File: config.mk
export PLATFORM = sky130hd
export DESIGN_NAME = ess_gated_systematic_resampler
export DESIGN_NICKNAME = d
export VERILOG_FILES = /design/src/rtl/core/essr_pkg.sv /design/src/rtl/core/essr_ram.sv /design/src/rtl/core/essr_ctrl.sv /design/src/rtl/core/essr_dp.sv /design/src/rtl/core/ess_gated_systematic_resampler.sv
export SDC_FILE = /design/constraint.sdc
export NUM_CORES = 2
export LEC_CHECK = 0
export BUFFER_PORTS_ARGS = -buffer_cell sky130_fd_sc_hd__buf_2
export CELL_PAD_IN_SITES_DETAIL_PLACEMENT = 1
export CELL_PAD_IN_SITES_GLOBAL_PLACEMENT = 1
export CORE_ASPECT_RATIO = 0.7
export CORE_UTILIZATION = 45
export CTS_BUF_LIST = sky130_fd_sc_hd__clkbuf_8
export DETAILED_ROUTE_END_ITERATION = 6
export PLACE_DENSITY_LB_ADDON = 0.2
export SLEW_MARGIN = 20
export SYNTH_ARGS = -nofsm -noshare
export SYNTH_HDL_FRONTEND = slang
export SYNTH_SLANG_ARGS = --single-unit
File: constraint.sdc
create_clock -name clk_i -period 7.9 [get_ports clk_i]
set_input_delay 0.395 -clock clk_i [delete_from_list [all_inputs] [get_ports clk_i]]
set_output_delay 0.395 -clock clk_i [all_outputs]
set_load 0.02 [all_outputs]
File: src/rtl/core/essr_pkg.sv
// shared constants, field widths and control structs for the resampler
// no dependencies; imported by the controller, the datapath and the top level
package essr_pkg;

  // default configuration
  localparam int PARTICLES_DEF   = 64;
  localparam int WEIGHT_BITS_DEF = 16;

  // fixed field widths of the stream beats
  localparam int WEIGHT_IN_W = 16;
  localparam int OFFSET_W    = 10;
  localparam int IDX_W       = 6;
  localparam int CNT_W       = 7;
  localparam int IN_DATA_W   = 32;
  localparam int OUT_DATA_W  = 8;

  // controller to datapath commands
  typedef struct packed {
    logic load;        // input beat accepted
    logic clear;       // end of run, drop fill count and square sum
    logic read_first;  // fetch entry zero of the weight store
    logic walk_init;   // start the cumulative walk
    logic step;        // advance the walk by one particle
    logic emit;        // present a resampled index
    logic emit_skip;   // present the single kept-particles beat
  } cmd_t;

  // datapath to controller status
  typedef struct packed {
    logic keep;         // effective sample size test passed
    logic step_needed;  // current point lies beyond the cumulative weight
    logic last_slot;    // current output slot is the last one
    logic out_free;     // output register can take a beat
  } status_t;

endpackage

File: src/rtl/core/essr_ram.sv
// generic single-port-write, single-port-read ram with registered read
// no dependencies
module essr_ram #(
  parameter int WIDTH = 16,
  parameter int DEPTH = 64
) (
  input  logic                     clk_i,
  input  logic                     we_i,
  input  logic [$clog2(DEPTH)-1:0] waddr_i,
  input  logic [WIDTH-1:0]         wdata_i,
  input  logic [$clog2(DEPTH)-1:0] raddr_i,
  output logic [WIDTH-1:0]         rdata_o
);

  logic [WIDTH-1:0] mem_q [DEPTH];

  // write port
  always_ff @(posedge clk_i) begin
    if (we_i) begin
      mem_q[waddr_i] <= wdata_i;
    end
  end

  // registered read port
  always_ff @(posedge clk_i) begin
    rdata_o <= mem_q[raddr_i];
  end

endmodule

File: src/rtl/core/essr_ctrl.sv
// run controller: load, decision and walk sequencing
// depends on essr_pkg
module essr_ctrl (
  input  logic             clk_i,
  input  logic             rst_ni,
  input  logic             s_tvalid_i,
  input  logic             s_tlast_i,
  output logic             s_tready_o,
  input  essr_pkg::status_t status_i,
  output essr_pkg::cmd_t    cmd_o
);

  import essr_pkg::*;

  localparam logic [2:0] ST_LOAD   = 3'd0;
  localparam logic [2:0] ST_FIN    = 3'd1;
  localparam logic [2:0] ST_DECIDE = 3'd2;
  localparam logic [2:0] ST_SKIP   = 3'd3;
  localparam logic [2:0] ST_PRIME  = 3'd4;
  localparam logic [2:0] ST_WALK   = 3'd5;

  logic [2:0] state_q, state_d;
  logic       accept;

  assign s_tready_o = (state_q == ST_LOAD);
  assign accept     = s_tvalid_i && s_tready_o;

  // next state and commands
  always_comb begin
    state_d = state_q;
    cmd_o   = '0;
    unique case (state_q)
      ST_LOAD: begin
        if (accept) begin
          cmd_o.load = 1'b1;
          if (s_tlast_i) begin
            state_d = ST_FIN;
          end
        end
      end
      // last square drains into the sum
      ST_FIN: begin
        state_d = ST_DECIDE;
      end
      ST_DECIDE: begin
        if (status_i.keep) begin
          state_d = ST_SKIP;
        end else begin
          cmd_o.read_first = 1'b1;
          state_d          = ST_PRIME;
        end
      end
      ST_SKIP: begin
        if (status_i.out_free) begin
          cmd_o.emit_skip = 1'b1;
          cmd_o.clear     = 1'b1;
          state_d         = ST_LOAD;
        end
      end
      ST_PRIME: begin
        cmd_o.walk_init = 1'b1;
        state_d         = ST_WALK;
      end
      ST_WALK: begin
        if (status_i.step_needed) begin
          cmd_o.step = 1'b1;
        end else if (status_i.out_free) begin
          cmd_o.emit = 1'b1;
          if (status_i.last_slot) begin
            cmd_o.clear = 1'b1;
            state_d     = ST_LOAD;
          end
        end
      end
      default: begin
        state_d = ST_LOAD;
      end
    endcase
  end

  // state register
  always_ff @(posedge clk_i or negedge rst_ni) begin
    if (!rst_ni) begin
      state_q <= ST_LOAD;
    end else begin
      state_q <= state_d;
    end
  end

endmodule

File: src/rtl/core/essr_dp.sv
// datapath: weight store, square sum, cumulative walk and output register
// depends on essr_pkg and essr_ram
module essr_dp #(
  parameter int PARTICLES   = essr_pkg::PARTICLES_DEF,
  parameter int WEIGHT_BITS = essr_pkg::WEIGHT_BITS_DEF
) (
  input  logic                            clk_i,
  input  logic                            rst_ni,
  input  essr_pkg::cmd_t                  cmd_i,
  output essr_pkg::status_t               status_o,
  input  logic [essr_pkg::IN_DATA_W-1:0]  in_data_i,
  input  logic                            out_ready_i,
  output logic                            out_valid_o,
  output logic [essr_pkg::OUT_DATA_W-1:0] out_data_o,
  output logic                            out_resampled_o,
  output logic                            out_last_o
);

  import essr_pkg::*;

  localparam int WE  = (WEIGHT_BITS < WEIGHT_IN_W) ? WEIGHT_BITS : WEIGHT_IN_W;
  localparam int AW  = $clog2(PARTICLES);
  localparam int SW  = 2 * WE + CNT_W - 1;
  localparam int CW  = WE + CNT_W - 1;
  localparam int UW  = ((WEIGHT_BITS > OFFSET_W) ? WEIGHT_BITS : OFFSET_W) + 1;
  localparam int MW  = (UW > CW) ? UW : CW;
  localparam int FW  = AW + 1;
  localparam logic [63:0] STEP_Q = (64'd1 << WEIGHT_BITS) / PARTICLES;
  localparam logic [63:0] STEP_R = (64'd1 << WEIGHT_BITS) % PARTICLES;
  // n * sum_sq <= 2^(2*wb+1)  <=>  sum_sq <= floor(2^(2*wb+1) / n)
  localparam logic [63:0] KEEP_LIMIT = (2 * WEIGHT_BITS + 1 >= 63) ? {64{1'b1}} :
                                       (64'd1 << (2 * WEIGHT_BITS + 1)) / PARTICLES;
  localparam logic [IDX_W-1:0] LAST_IDX = IDX_W'(PARTICLES - 1);
  localparam logic [CNT_W-1:0] FULL_CNT = CNT_W'(PARTICLES);

  logic [WE-1:0]       weight;
  logic                store_we;
  logic [CNT_W-1:0]    cnt_q;
  logic [SW-1:0]       sum_q;
  logic [2*WE-1:0]     prod_q;
  logic                prod_vld_q;
  logic [OFFSET_W-1:0] r_q;
  logic [WE-1:0]       rdata;
  logic [WE-1:0]       rd_weight;
  logic                rd_vld_q;
  logic                rd_ok;
  logic [AW-1:0]       raddr;
  logic [IDX_W-1:0]    idx_q, idx_d;
  logic [CNT_W-1:0]    idx_nxt;
  logic [CW-1:0]       cum_q;
  logic [IDX_W-1:0]    m_q;
  logic [WEIGHT_BITS-1:0] base_q;
  logic [FW-1:0]       frac_q;
  logic [FW-1:0]       frac_sum;
  logic                frac_carry;
  logic [UW-1:0]       point;
  logic                out_valid_q;
  logic [IDX_W-1:0]    out_idx_q;
  logic                out_res_q;
  logic                out_last_q;

  assign weight   = in_data_i[WE-1:0];
  assign store_we = cmd_i.load && (cnt_q < FULL_CNT);

  // weight store
  essr_ram #(
    .WIDTH (WE),
    .DEPTH (1 << AW)
  ) u_store (
    .clk_i   (clk_i),
    .we_i    (store_we),
    .waddr_i (cnt_q[AW-1:0]),
    .wdata_i (weight),
    .raddr_i (raddr),
    .rdata_o (rdata)
  );

  // fill count and square accumulation
  always_ff @(posedge clk_i or negedge rst_ni) begin
    if (!rst_ni) begin
      cnt_q      <= '0;
      sum_q      <= '0;
      prod_vld_q <= 1'b0;
    end else begin
      prod_vld_q <= store_we;
      if (cmd_i.clear) begin
        cnt_q <= '0;
        sum_q <= '0;
      end else begin
        if (store_we) begin
          cnt_q <= cnt_q + 1'b1;
        end
        if (prod_vld_q) begin
          sum_q <= sum_q + SW'(prod_q);
        end
      end
    end
  end

  // square and offset capture, the final beat's offset is the one kept
  always_ff @(posedge clk_i) begin
    prod_q <= weight * weight;
    if (cmd_i.load) begin
      r_q <= in_data_i[WEIGHT_IN_W +: OFFSET_W];
    end
  end

  // next walk index and prefetch of the entry after it
  always_comb begin
    idx_d = idx_q;
    if (cmd_i.walk_init) begin
      idx_d = '0;
    end else if (cmd_i.step) begin
      idx_d = idx_q + 1'b1;
    end
  end

  assign idx_nxt = {1'b0, idx_d} + 1'b1;
  assign raddr   = cmd_i.read_first ? '0 : idx_nxt[AW-1:0];
  // entries past the fill count read as zero weight
  assign rd_ok   = cmd_i.read_first ? (cnt_q != '0) : (idx_nxt < cnt_q);
  assign rd_weight = rd_vld_q ? rdata : '0;

  // systematic points: base = floor(m * 2^wb / n) built incrementally
  assign frac_sum   = frac_q + FW'(STEP_R);
  assign frac_carry = (frac_sum >= FW'(PARTICLES));
  assign point      = UW'(r_q) + UW'(base_q);

  // walk registers
  always_ff @(posedge clk_i) begin
    rd_vld_q <= rd_ok;
    idx_q    <= idx_d;
    if (cmd_i.walk_init) begin
      cum_q  <= CW'(rd_weight);
      m_q    <= '0;
      base_q <= '0;
      frac_q <= '0;
    end else begin
      if (cmd_i.step) begin
        cum_q <= cum_q + CW'(rd_weight);
      end
      if (cmd_i.emit) begin
        m_q    <= m_q + 1'b1;
        base_q <= base_q + WEIGHT_BITS'(STEP_Q) + WEIGHT_BITS'(frac_carry);
        frac_q <= frac_carry ? (frac_sum - FW'(PARTICLES)) : frac_sum;
      end
    end
  end

  // output register valid
  always_ff @(posedge clk_i or negedge rst_ni) begin
    if (!rst_ni) begin
      out_valid_q <= 1'b0;
    end else if (cmd_i.emit || cmd_i.emit_skip) begin
      out_valid_q <= 1'b1;
    end else if (out_ready_i) begin
      out_valid_q <= 1'b0;
    end
  end

  // output register payload
  always_ff @(posedge clk_i) begin
    if (cmd_i.emit) begin
      out_idx_q  <= idx_q;
      out_res_q  <= 1'b1;
      out_last_q <= (m_q == LAST_IDX);
    end else if (cmd_i.emit_skip) begin
      out_idx_q  <= '0;
      out_res_q  <= 1'b0;
      out_last_q <= 1'b1;
    end
  end

  // status back to the controller
  assign status_o.keep        = (64'(sum_q) <= KEEP_LIMIT);
  assign status_o.step_needed = (MW'(point) > MW'(cum_q)) && (idx_q != LAST_IDX);
  assign status_o.last_slot   = (m_q == LAST_IDX);
  assign status_o.out_free    = !out_valid_q || out_ready_i;

  assign out_valid_o     = out_valid_q;
  assign out_data_o      = OUT_DATA_W'(out_idx_q);
  assign out_resampled_o = out_res_q;
  assign out_last_o      = out_last_q;

endmodule

File: src/rtl/core/ess_gated_systematic_resampler.sv
// top level of the effective-sample-size gated systematic resampler
// depends on essr_pkg, essr_ctrl, essr_dp and essr_ram
//
// Usage: the slave stream takes one particle weight per beat, tdata holding
// weight (bits 15:0, Q0.16) and offset (bits 25:16); tlast marks the Nth
// weight and starts the run, and its offset is the random start point.
// Weights load at one beat per cycle into a 64-entry store while their
// squares are summed. The final square drains into the sum in ST_FIN and
// ST_DECIDE tests it. If N * sum_sq <= 2 the particles are kept and one beat
// with tuser = 0 and tlast = 1 goes out. Otherwise N beats carry source
// indices with tuser = 1, tlast on the last. The walk emits an index or
// advances the cumulative sum by one particle, at most N - 1 advances, the
// single store read port feeding the running sum. The slave side is not
// ready from the last beat until the run's final beat is registered. A
// stalled master side holds the output register and the next emit but not
// the sum advances. Reset empties the store fill count and the square sum;
// no clearing pass is needed since entries past the fill count read as zero.
module ess_gated_systematic_resampler #(
  parameter int PARTICLES   = essr_pkg::PARTICLES_DEF,
  parameter int WEIGHT_BITS = essr_pkg::WEIGHT_BITS_DEF
) (
  input  logic                            clk_i,
  input  logic                            rst_ni,
  input  logic                            s_axis_tvalid,
  output logic                            s_axis_tready,
  input  logic [essr_pkg::IN_DATA_W-1:0]  s_axis_tdata,   // weight, offset
  input  logic                            s_axis_tlast,   // final_weight
  output logic                            m_axis_tvalid,
  input  logic                            m_axis_tready,
  output logic [essr_pkg::OUT_DATA_W-1:0] m_axis_tdata,   // source_index
  output logic                            m_axis_tuser,   // resampled
  output logic                            m_axis_tlast    // run_end
);

  import essr_pkg::*;

  cmd_t    cmd;
  status_t status;

  // run sequencing
  essr_ctrl u_ctrl (
    .clk_i      (clk_i),
    .rst_ni     (rst_ni),
    .s_tvalid_i (s_axis_tvalid),
    .s_tlast_i  (s_axis_tlast),
    .s_tready_o (s_axis_tready),
    .status_i   (status),
    .cmd_o      (cmd)
  );

  // store, sums and walk
  essr_dp #(
    .PARTICLES   (PARTICLES),
    .WEIGHT_BITS (WEIGHT_BITS)
  ) u_dp (
    .clk_i           (clk_i),
    .rst_ni          (rst_ni),
    .cmd_i           (cmd),
    .status_o        (status),
    .in_data_i       (s_axis_tdata),
    .out_ready_i     (m_axis_tready),
    .out_valid_o     (m_axis_tvalid),
    .out_data_o      (m_axis_tdata),
    .out_resampled_o (m_axis_tuser),
    .out_last_o      (m_axis_tlast)
  );

endmodule
==> metrics.yaml <==
floorplanning:
  die_h_um: 300.4
  start_util: 0.4538
  coreArea_um2: 126200
  die_w_um: 428.3
  ios: 49
  die_area_um2: 128700
  rows: 109
placed_design:
  pre_cts_slack_ps: 74.02
  dp_hpwl_um: 121100
  io_buffers: 40
  finalWeightedCongestion: 0.8970
finish:
  final_common_cell: "edfxtp_1"
  syn2layout_area_growth_pct: 12.75
  layout-drive-gt1-share: 0.1149
  layout_common_cells: "edfxtp_1 (1057), nand2_1 (692), inv_1 (369)"
  fill_cells: 13000
  finalNetCount: 5300
setup_path:
  crit_type: "reg -> reg"
  worstPathRequired_ps: 8670
  worst_setup_path_end_kind: "flip-flop"
  worstPathArrival_ps: 8290
  slowest_delay_ps: 540
  cp_max_fo: 21
  cp-start-kind: "flip-flop"
  critPathSlowestCell: "nor3_1"
power:
  power.switching_mw: 9.882
  seq_power_share: 0.317
  combPwrFrac: 0.468
  pwr-share-clk: 0.215
  p_int_mw: 13.92
  p_leak_nw: 24.31
  power_density_nw_per_um2: 368.7
  ir_worst_vdd_v: 0.0004713
  swShare: 0.4153
clocking:
  cts.sinks: 1191
  tritoncts: "yes"
  h-tree-depth: 4
  clock_latency_ps: 970
  clock-root-buffer: "clkbuf_8"
  cts_buffer_depth: 3
  worst_setup_hold_path_clk_slew_ps: 70
  cts_buffers: 183
sta:
  timing.final.crit_share: 0.9515
  max-slew-margin-rel: 0.2875
  hold_viol: 0
  whs_ps: 113.0
  min_period_ps: 7517
  tightestPinTransition_ps: 1069
  setup_tns_ps: 0
  rsz0062_at_grt: "false"
  final-max-slew-violation-count: 0
  finalSetupViolCount: 0
  max_freq_mhz: 133.0
  skew_ps: 46.47
  worst_slack_ps: 383.4
status:
  status: "finished clean"
synthesis:
  synthAdderAreaFrac: 0.09870
  ys_ff_latch: 1191
  yosysWarnings: 0
  syn_avg_cell_area_um2: 12.27
  synthArstFlopShare: 0.04198
  ys.flop_type: "edfxtp_1"
  ys_seq_area_frac: 0.6057
  syn_area_um2: 57250
  synth_mux_area_frac: 0.02363
  synth_top_family_by_area: "simple AND/OR/NAND/NOR gates"
  synthesis.instances: 4666
  ys_types: 91
  yosys.area_share.simple: 0.1232
  synth-compound-area-share: 0.09208
  synthXorXnorAreaFrac: 0.01775
  synth_edf_count: 1057
global_routing:
  antenna_found_initial: 16
  grt_pass1_wl_um: 268600
  grt_pass1_vias: 40520
  grtUsageTotal: 0.2839
  grt_overflow: 0
  grt_max_degree: 108
detailed_routing:
  drc: 0
  vias: 40080
  drt_iter0_drc: 4342
  drt-total-wl_um: 183800
  route.detailed.wl_per_inst_um: 27.30
  viasPerCell: 5.954
  ant_nets: 0
  first_pass_iters: 6
flow_run:
  drv_cap: 0
worst_hold_path:
  hp-class: "in -> reg"
-- power by group through the flow --
stage,combinational [mW],sequential (mW),clock (mW)
2_1_floorplan,7.16,7.55,0
3_3_place_gp,10.6,7.67,0
3_5_place_dp,10.9,7.67,0
4_1_cts,11.0,7.55,5.20
5_1_grt,12.2,7.57,5.44
6_report,11.1,7.55,5.12
-- worst paths after layout --
| check | to | start | slack, ps | cells after the start |
|---|---|---|---|---|
| min in group asynchronous | u_ctrl.state_q[1] | rst_ni | 210 | 3 |
| min | u_dp.u_store.mem_q[11][4] | s_axis_tdata[4] | 110 | 2 |
| max | u_dp.u_store.rdata_o[11] | u_dp.base_q[0] | 380 | 34 |
| max in group asynchronous | u_dp.prod_vld_q | rst_ni | 6990 | 3 |
| min reg2reg | u_dp.m_q[1] | u_dp.m_q[1] | 490 | 2 |
| max reg2reg | u_dp.u_store.rdata_o[11] | u_dp.base_q[0] | 380 | 34 |
-- per-layer routing --
layer / wire, um / global-route usage
met2: 76570 / 0.3979
met4: 4652 / 0.08727
met5: 172 / 0.007650
met3: 19690 / 0.08393
met1: 82720 / 0.4217
-- worst max-delay path: cells and delay by family, from the launching register on --
kind	cells	cell delay [ps]
AO/OA/AOI/OAI	14	2750
AND/OR/NAND/NOR	11	2270
adder cells (fa/ha/maj)	4	1070
buffers and inverters	4	680
flip-flops	1	380
XOR/XNOR	1	160
-- cell families (layout without fill, tap and decap cells) --
family                     after synthesis  count (layout)
and+or+nand+nor                       1553            1553
adders and majority gates              352             352
other                                    1               4
muxes                                  126             126
xor gates and xnor gates               116             116
AOI/OAI and AO/OA                      773             773
buffers and inverters                  554             952
DFF                                   1191            1191
-- synthesized netlist by cell type (22+ instances only) --
| cell | count | area share |
|---|---|---|
| buf_2 | 80 | 0.0070 |
| dfxtp_1 | 84 | 0.029 |
| a21o_1 | 40 | 0.0052 |
| a21oi_1 | 204 | 0.018 |
| ha_1 | 186 | 0.041 |
| xor2_1 | 44 | 0.0067 |
| o221ai_1 | 39 | 0.0060 |
| a31oi_1 | 80 | 0.0087 |
| inv_1 | 300 | 0.020 |
| dfrtp_1 | 50 | 0.022 |
| and3_1 | 42 | 0.0046 |
| o21ai_0 | 77 | 0.0067 |
| mux2i_1 | 110 | 0.019 |
| nand4_1 | 22 | 0.0024 |
| o211ai_1 | 50 | 0.0066 |
| nor3_1 | 193 | 0.017 |
| a311oi_1 | 53 | 0.0081 |
| edfxtp_1 | 1057 | 0.55 |
| o21ai_1 | 28 | 0.0024 |
| or3_1 | 44 | 0.0048 |
| nand3_1 | 126 | 0.011 |
| a221o_1 | 25 | 0.0044 |
| fa_1 | 166 | 0.058 |
| o22ai_1 | 24 | 0.0026 |
| nand2_1 | 694 | 0.046 |
| xnor2_1 | 72 | 0.011 |
| nor2_1 | 256 | 0.017 |
| and2_1 | 72 | 0.0079 |
| clkbuf_1 | 138 | 0.0090 |
-- area by class of cell --
cell class | instances | area, um2 | share of cell area
Sequential cell | 1191 | 34670 | 0.5372
Multi-Input combinational cell | 2922 | 20510 | 0.3178
Clock buffer | 190 | 2615 | 0.04051
Timing Repair Buffer | 308 | 2585 | 0.04005
Tap cell | 1665 | 2083 | 0.03227
Inverter | 305 | 1152 | 0.01785
Clock inverter | 149 | 917.1 | 0.01421
Antenna cell | 2 | 5.005 | 0.00007754
-- what timing repair did --
| item | 4_1_cts | 5_1_grt |
|---|---|---|
| gates resized for setup | 0 | 19 |
| setup buffers | 0 | 4 |
| endpoints found under the hold margin | 146 | 0 |
| hold buffers | 24 | 0 |
| endpoints found under the setup margin | 0 | 16 |
-- registers in the layout, summed over array words and instances (netlist names), 3 cells and up --
name	cells
u_dp.u_store.mem_q	1024
u_dp.sum_q	38
u_dp.prod_q	31
u_dp.cum_q	22
u_dp.base_q	16
u_dp.u_store.rdata_o	16
u_dp.r_q	10
u_dp.cnt_q	7
u_dp.idx_q	6
u_dp.m_q	6
u_dp.out_idx_q	6
u_ctrl.state_q	3
-- stage by stage --
stage                     cell area (um2)    util  power, mW  instances
after global placement              60600  0.4804      18.26       6361
after CTS                           64380  0.5103      23.75       6724
final                               64550  0.5117      23.80       6732
after global routing                64540  0.5116      25.22       6731
after detailed placement            60600  0.4804      18.58       6361
after floorplan                     57250       -      14.71       4667
Power figures use the tool's default switching activity.
